**src/sv/rgbs_pkg.sv**
```systemverilog
// ----------------------------------------------------------------------------
// rgbs_pkg
// Shared constants and types for the running Gaussian background subtractor.
// ----------------------------------------------------------------------------
package rgbs_pkg;

   localparam int PixelsDefault   = 32768;
   localparam int FracBitsDefault = 8;
   localparam int IndexWidth      = 15;
   localparam int CsrAddrWidth    = 4;

   localparam logic [CsrAddrWidth-1:0] CsrBlendRate  = 4'h0;
   localparam logic [CsrAddrWidth-1:0] CsrDevMultiple = 4'h4;
   localparam logic [CsrAddrWidth-1:0] CsrDevFloor   = 4'h8;
   localparam logic [CsrAddrWidth-1:0] CsrInitDev    = 4'hC;

   localparam logic OpUpdate = 1'b0;
   localparam logic OpInit   = 1'b1;

   typedef struct packed {
      logic [15:0] blend_rate;
      logic [11:0] deviation_multiple;
      logic [15:0] deviation_floor;
      logic [15:0] initial_deviation;
   } cfg_type;

endpackage

```
**src/sv/rgbs_csr.sv**
```systemverilog
// ----------------------------------------------------------------------------
// rgbs_csr
// APB-style configuration registers.
// ----------------------------------------------------------------------------
module rgbs_csr (
   input  logic                               clock,
   input  logic                               reset,
   input  logic                               psel,
   input  logic                               penable,
   input  logic                               pwrite,
   input  logic [rgbs_pkg::CsrAddrWidth-1:0]  paddr,
   input  logic [31:0]                        pwdata,
   output logic [31:0]                        prdata,
   output logic                               pready,
   output rgbs_pkg::cfg_type                  cfg
);
   import rgbs_pkg::*;

   cfg_type cfg_ff, cfg_in;
   logic    wr;

   assign wr     = psel & penable & pwrite;
   assign pready = 1'b1;
   assign cfg    = cfg_ff;

   always_comb begin
      cfg_in = cfg_ff;
      if (wr) begin
         unique case (paddr)
            CsrBlendRate:   cfg_in.blend_rate         = pwdata[15:0];
            CsrDevMultiple: cfg_in.deviation_multiple = pwdata[11:0];
            CsrDevFloor:    cfg_in.deviation_floor    = pwdata[15:0];
            CsrInitDev:     cfg_in.initial_deviation  = pwdata[15:0];
            default: ;
         endcase
      end
   end

   always_comb begin
      unique case (paddr)
         CsrBlendRate:   prdata = {16'd0, cfg_ff.blend_rate};
         CsrDevMultiple: prdata = {20'd0, cfg_ff.deviation_multiple};
         CsrDevFloor:    prdata = {16'd0, cfg_ff.deviation_floor};
         CsrInitDev:     prdata = {16'd0, cfg_ff.initial_deviation};
         default:        prdata = 32'd0;
      endcase
   end

   always_ff @(posedge clock) begin
      if (reset) begin
         cfg_ff <= '{16'd66, 12'd717, 16'd1024, 16'd2560};
      end else begin
         cfg_ff <= cfg_in;
      end
   end
endmodule

```
**config.mk**
```make
export PLATFORM = sky130hd
export DESIGN_NAME = rgbs_csr
export DESIGN_NICKNAME = d
export VERILOG_FILES = /design/src/sv/rgbs_pkg.sv /design/src/sv/rgbs_csr.sv
export SDC_FILE = /design/constraint.sdc
export NUM_CORES = 1
export LEC_CHECK = 0
export BUFFER_PORTS_ARGS = -buffer_cell sky130_fd_sc_hd__clkbuf_2
export CAP_MARGIN = 25
export CORE_MARGIN = 2
export CORE_UTILIZATION = 45
export CTS_BUF_LIST = sky130_fd_sc_hd__clkbuf_8
export DETAILED_ROUTE_END_ITERATION = 7
export PLACE_DENSITY = 0.79
export SLEW_MARGIN = 25
export SYNTH_ARGS = -nofsm -noshare
export SYNTH_HDL_FRONTEND = slang
export SYNTH_SLANG_ARGS = --single-unit
```
**constraint.sdc**
```tcl
create_clock -name clock -period 1.2 [get_ports clock]
set_input_delay 0 -clock clock [delete_from_list [all_inputs] [get_ports clock]]
set_output_delay 0 -clock clock [all_outputs]
set_load 0.05 [all_outputs]
```
-- Word-level counts from Yosys, hierarchy flattened
Index checks and enable logic that the tools add are counted.
- register bits after elaboration: 60
- word-level logic and storage cells: 15
- output and inout port bits: 93
- bits of input ports: 41
- reductions and logical operators: 5
- mux-type cells: 1
- equal/unequal tests: 3
- bitwise gates (word level): 2
- operators with widths (cell ; number):
    $pmux 16 s4 ; 1
    $eq 4x4->1 const B ; 2
    $reduce_and 2->1 ; 4
    $eq 4x3->1 const B ; 1
    $logic_not 4->1 ; 1
    $and 1x1->1 ; 2

-- Logic depth before layout (Yosys ltp)
Gate-level depths: netlist of run 1.
- word-level depth: 3
- mapped depth: 5
- gate-level depth less buffers: 3

-- Worst setup path before layout of run 1
No wires, ideal clock.
- path kind: reg2out
- start: register cfg_ff (netlist bit cfg[28])
- end: output port prdata[12]
- required time: 1200 ps
- buffers on the path: 0
- stages on the path, launching flop included: 4
- path slack: -554 ps
- arrival time: 1754 ps
- path through: dfxtp_1 mux2i_1 or2_1 a21oi_1
- longest elaborated chain between the ends: 1
- ends and longest elaborated chain (item ; RTL line ; RTL):
    from (decl) ; rgbs_csr.sv:19 ; cfg_type cfg_ff, cfg_in;
    from (signal assigned) ; rgbs_csr.sv:51 ; cfg_ff <= '{16'd66, 12'd717, 16'd1024, 16'd2560};
    from (signal assigned) ; rgbs_csr.sv:53 ; cfg_ff <= cfg_in;
    $pmux 16 s4 ; rgbs_csr.sv:40 ; unique case (paddr)
    to (decl) ; rgbs_csr.sv:13 ; output logic [31:0] prdata,
No other way between the ends.

-- Worst setup path in the final report of run 1
- start: register cfg_ff (netlist bit cfg[6])
- end: output port prdata[6]
Same word-level chain as after synthesis.

==> metrics, run 1 <==
status finished with violations; failing checks setup timing; Clock Power Share between 30% and 40%; required time of the critical path about 1200 ps; Synth warnings 0; met1 Track Usage GR 33.0%; critical-path cell list mux4_2 > nor2b_4 > buf_8; vias in the first global route around 3.0k; final setup vio count 16; register share of total power approximately 44%; Switching Share around 28%; grt total ovfl 0; power density over cell area 917 mW/mm^2; share of the synthesized area in the top cell type around 39%; Comb pwr share 16.2%; # IOs 134; PnR worst setup slack -266 ps; Worst-Skew Late Latency about 340 ps; DRC Markers 0; antenna violations before repair 0; Leakage approximately 0.0023 uW; Starting Density between 40% and 50%; synthesized flop and latch total 60; Crit Path Max Fanout 2; worst-case reg-to-reg path depth 4; WP buf/inv 1; Core Region between 0.006 and 0.007 mm^2; met3 GRT Util 6.07%; Final HPWL DP between 6000 and 7000 um; Die Height 87.0 um; Worst Setup End Kind primary output; Antenna diodes 0; largest net degree at the start of global routing 85; ranking of synthesized cells by area dfxtp_1 (39%), mux2i_1 (15%), nand2b_1 (9.7%), mux4_2 (8.7%), buf_4 (4.4%); Final Hold Fails 0; Detail Route Antenna Nets 0; Hold Path End cfg[29]; synthesized area between 0.003 and 0.004 mm^2; final hold slack 129 ps; grt met2 use 45.8%; clk slew on worst S/H paths around 70 ps; dominant delay contributor by cell family on the critical path multiplexers; Via Count about 3.1k; fin util around three quarters; register-to-register path setup slack 300 ps; WP data arrival 1470 ps; root buf cell clkbuf_8; Max-Cap Viols 0; post-synthesis sequential area ratio between 30% and 40%; Sink Count 60; Syn-to-layout area delta 59.4%; Final Wtd Congestion about 0.80; first-pass GRT wire length 15300 um; Largest register FFs 60; Reg-to-Reg Start cfg[9]; average size of a mapped cell approximately 9.7 um^2; slowest CP cell mux4_2; Final Cycle Share 122%; global-route usage over all layers approximately 27%; crit-path max cell delay between 400 and 500 ps; port bufs 100; Max Slew Vio Count 0; crit path kind register to primary output; fin nets 546; Final Skew 0 ps; die width roughly 87 um; worst hold path depth 3; DR iter-0 viols approximately 290; row count 30; min cycle time layout between 1000 and 1500 ps; drt wl/cell 17.6 um; synthesized instance count approximately 320; post-route setup TNS -2940 ps; wirelength, routed 10400 um; Synth cell types 27; CTS HTree Levels 3; CTS Buf Count 9; R2R Path End cfg[9]; max frequency approximately 680 MHz; VDD IR-drop max approximately 800 uV; RSZ-0062 raised after global routing yes; GRT busiest layer met2; Net Switching roughly 1300 uW; Vias per Instance approximately 5.3; CTS tree yes; Hold Path Class input pin to register; Pre-Repair DR Iteration Count 4; Die ar. roughly 0.0076 mm^2; Startpoint Class register; cell taking the most area after synthesis dfxtp_1; deepest clock path buffer count 2; layout cells sized above 1 between 50 and 60%; hold path start reset; Int Pwr ~3300 uW
==> metrics by stage <==
step	total power (uW)	instance area (um^2)	std cells	worst slack, ps
floorplan	2520	3380	334	-119
global placement	2690	4100	513	-242
detailed placement	2690	4100	513	-263
CTS	4520	4900	586	-276
global route	4690	4950	589	-302
finish	4530	4950	589	-266
==> worst max-delay path by stage <==
| stage | from | end | slack [ps] | cells after the start |
|---|---|---|---|---|
| finish | cfg[6] | prdata[6] | -270 | 3 |
| global route | cfg[6] | prdata[6] | -300 | 3 |
| CTS | cfg[5] | prdata[5] | -280 | 3 |
| detailed placement | paddr[1] | cfg[52] | -260 | 4 |
| global placement | paddr[1] | cfg[56] | -240 | 4 |
| floorplan | paddr[1] | cfg[49] | -120 | 4 |
==> what timing repair did <==
item	CTS	global route
cloned	0	0
buffers inserted	42	3
setup endpoints to repair	16	16
pin swaps	4	2
gates resized for setup	32	16
hold buffers	16	0
endpoints found under the hold margin	56	0
==> tightest hold or removal path, stage by stage <==
cell,delay [ps]
clkbuf_2,100
buf_12,200
a21oi_1,130
==> layout make-up <==
| cell class | instances | area, um^2 |
|---|---|---|
| Sequential cell | 60 | 1270 |
| Timing Repair Buffer | 202 | 1520 |
| Multi-Input combinational cell | 232 | 1870 |
| Fill cell | 437 | 1770 |
| Tap cell | 80 | 100 |
| Clock inverter | 5 | 52.6 |
| Clock buffer | 10 | 138 |
==> layer usage <==
layer  routed length (um)  vias to the layer above
li1                     -                     1449
met1                 4170                     1513
met2                 5400                      129
met3                  594                       22
met4                  226                        0
met5                    0                        -
==> cell usage in the layout (no fill, tap or decap) <==
master          n
buf_4          82
dfxtp_2        55
nor4b_4         1
nand4bb_1       1
mux2i_1        48
a21oi_4         4
clkinvlp_4      1
buf_8          16
a21oi_1        16
dlygate4sd3_1  16
nor2_1         20
conb_1         17
clkbuf_2       84
clkbuf_8       10
or2_1           4
nor2b_1         1
nand3b_1        1
clkinv_2        3
o21ai_1        15
bufinv_16       1
nand3_2         1
nand2_1         6
buf_12          4
nor2b_4        12
and2_1          2
o31ai_1         1
or4_4           1
or2_2           1
or3b_4          1
mux4_2         12
dfxtp_1         5
nand2b_1       48
nand3_1         1
nor4_4          1
nor3b_2         1
nand4_1        16
==> synthesized netlist by cell type <==
cell type  number
a21oi_1        20
and2_1          2
buf_2           4
buf_4          18
buf_6           1
clkbuf_1       19
conb_1          2
dfxtp_1        60
mux2i_1        48
mux4_2         12
nand2_1         6
nand2b_1       48
nand3_1         2
nand3b_1        1
nand4_1        16
nand4bb_1       1
nor2_1         20
nor2b_1        13
nor3b_2         1
nor4_4          1
nor4b_2         1
o21ai_1        15
o31ai_1         1
or2_1           4
or2_2           1
or3b_4          1
or4_4           1
==> kinds of logic after synthesis <==
kind of cell | after synthesis | share of synthesized area [%]
flip-flops | 60 | 38.7
multiplexers | 60 | 24.2
AO/OA/AOI/OAI | 36 | 5.89
buffers and inverters | 42 | 7.66
other | 2 | 0.242
AND/OR/NAND/NOR | 119 | 23.3
==> power groups by stage <==
stage | combinational [uW] | sequential, uW | clock, uW
2_1_floorplan | 445 | 2080 | 0
3_3_place_gp | 637 | 2050 | 0
3_5_place_dp | 642 | 2050 | 0
4_1_cts | 713 | 2000 | 1800
5_1_grt | 766 | 2000 | 1920
6_report | 734 | 2000 | 1790
Note: power is estimated with default switching activity, not from simulation.
==> run 2: changes to the inputs <==
--- a/config.mk
+++ b/config.mk
@@ -12,6 +12,7 @@
 export CTS_BUF_LIST = sky130_fd_sc_hd__clkbuf_8
 export DETAILED_ROUTE_END_ITERATION = 7
 export PLACE_DENSITY = 0.79
+export SETUP_SLACK_MARGIN = 0.1
 export SLEW_MARGIN = 25
 export SYNTH_ARGS = -nofsm -noshare
 export SYNTH_HDL_FRONTEND = slang
==> metrics, run 2 (synthesis results as in run 1) <==
status finished with violations; failing checks setup timing; most frequent cells in the layout clkbuf_2 (77), buf_4 (71), dfxtp_2 (52); VDD IR-drop max 495 uV (-39%); Max Slew Vio Count 0 (unchanged); Worst-Skew Late Latency 330 ps (about the same); final setup vio count 16 (unchanged); power density over cell area 981 mW/mm^2 (+7.0%); worst-case reg-to-reg path depth 4 (unchanged); worst hold path depth 3 (unchanged); Reg-to-Reg Start cfg[38]; R2R Path End cfg[38]; Die Height 87.0 um (unchanged); fin util 74.1% (+0.52 points); Sink Count 60 (unchanged); # IOs 134 (unchanged); Startpoint Class register; DR iter-0 viols 241 (-15%); RSZ-0062 raised after global routing yes; post-route setup TNS -2980 ps (-38.9 ps); required time of the critical path 1200 ps (about the same); min cycle time layout 1490 ps (+23.4 ps); Core Region 0.00672 mm^2 (unchanged); clk slew on worst S/H paths 80 ps (about the same); Vias per Instance 5.45 (+3.1%); max frequency 671 MHz (-1.6%); wirelength, routed 10600 um (+2.4%); fin nets 537 (-1.6%); Via Count 3167 (+1.7%); CTS Buf Count 9 (unchanged); Syn-to-layout area delta 60.5%; grt total ovfl 0 (unchanged); Detail Route Antenna Nets 0 (unchanged); DRC Markers 0 (unchanged); Final HPWL DP 6200 um (-1.2%); global-route usage over all layers 27.6% (+0.84 points); first-pass GRT wire length 15900 um (+3.6%); Hold Path End cfg[30]; register-to-register path setup slack 300 ps (about the same); antenna violations before repair 0 (unchanged); vias in the first global route 3067 (+3.5%); Final Skew 0 ps (unchanged); largest net degree at the start of global routing 85 (unchanged); port bufs 100 (unchanged); leading cell type in the layout, fill and taps excluded clkbuf_2; layout cells sized above 1 57.1% (-0.085 points); crit path kind register to primary output; drt wl/cell 18.3 um (+3.8%); # fillers 426 (-2.5%); deepest clock path buffer count 2 (unchanged); Worst Setup End Kind primary output; Final Hold Fails 0 (unchanged); Pre-Repair DR Iteration Count 5 (+1); die width 87.0 um (unchanged); WP data arrival 1490 ps (+20 ps); Crit Path Max Fanout 2 (unchanged); CTS HTree Levels 3 (unchanged); PnR worst setup slack -290 ps (-23.4 ps); Largest register FFs 60 (unchanged); Max-Cap Viols 0 (unchanged); Die ar. 0.00758 mm^2 (unchanged); hold path start reset; root buf cell clkbuf_8; Starting Density 46.2% (unchanged); Leakage 0.00227 uW (-0.36%); Final Wtd Congestion 0.764 (-4.8%); CTS tree yes; Final Cycle Share 124% (+2.0 points); Antenna diodes 0 (unchanged); row count 30 (unchanged); Hold Path Class input pin to register
-- run 2: changes by cell type in the layout (fill, tap and decap cells not counted), sizes merged --
cell / delta
clkinvlp: -1
buf: -2
clkinv: -1
clkbuf: -5
bufinv: +1
-- run 2: metal layers --
| metal | vias up | share of wire (%) | global-route usage, % |
|---|---|---|---|
| li1 | 1437 | - | - |
| met5 | - | 0 | 0 |
| met3 | 38 | 5.8 | 4.27 |
| met1 | 1537 | 39 | 34.8 |
| met4 | 0 | 3.9 | 11.1 |
| met2 | 155 | 51 | 47.2 |
-- run 2: critical path: stages, from the launching register on --
cell and delay [ps]:
dfxtp_2 340, mux4_2 510, nor2b_4 150, buf_8 150
-- run 2: power by group --
part / switching (uW) / total, uW / leakage [uW] / internal [uW]
clock network: 821 / 2150 / 0.000122 / 1330
registers: 5.94 / 1990 / 0.000505 / 1990
logic: 451 / 738 / 0.00165 / 287
total: 1280 / 4880 / 0.00227 / 3610
-- run 2: worst max-delay path by stage --
stage / startpoint / end / cells after the start
after floorplan: paddr[1] / cfg[49] / 4
after global placement: paddr[1] / cfg[54] / 4
after detailed placement: paddr[1] / cfg[42] / 6
after CTS: cfg[38] / prdata[6] / 3
after global routing: cfg[7] / prdata[7] / 3
final: cfg[7] / prdata[7] / 3
-- run 2: final cells by class --
| class | count | area (um^2) | share of cell area [%] |
|---|---|---|---|
| timing repair buffer | 193 | 1480 | 29.7 |
| sequential | 60 | 1290 | 25.9 |
| tap | 80 | 100 | 2.01 |
| clock buffer | 12 | 165 | 3.32 |
| multi-input combinational | 232 | 1880 | 37.7 |
| clock inverter | 4 | 70.1 | 1.41 |
-- run 2: metrics by stage --
stage	hold WS (ps)	setup slack (ps)	instance area [um^2]	power, uW	instances
final	106	-290	4980	4880	581
after global routing	158	-304	4980	5010	581
after CTS	140	-244	4900	4840	577
after detailed placement	259	-251	4120	2680	513
after global placement	255	-215	4120	2680	513
after floorplan	143	-119	3410	2510	334
-- run 2: what timing repair did --
| item | CTS | global route |
|---|---|---|
| cloned | 0 | 0 |
| hold endpoints to repair | 46 | 0 |
| pin swaps | 3 | 2 |
| gates resized for setup | 32 | 34 |
| setup buffers | 32 | 4 |
| endpoints found under the setup margin | 19 | 36 |
| hold buffers | 16 | 0 |
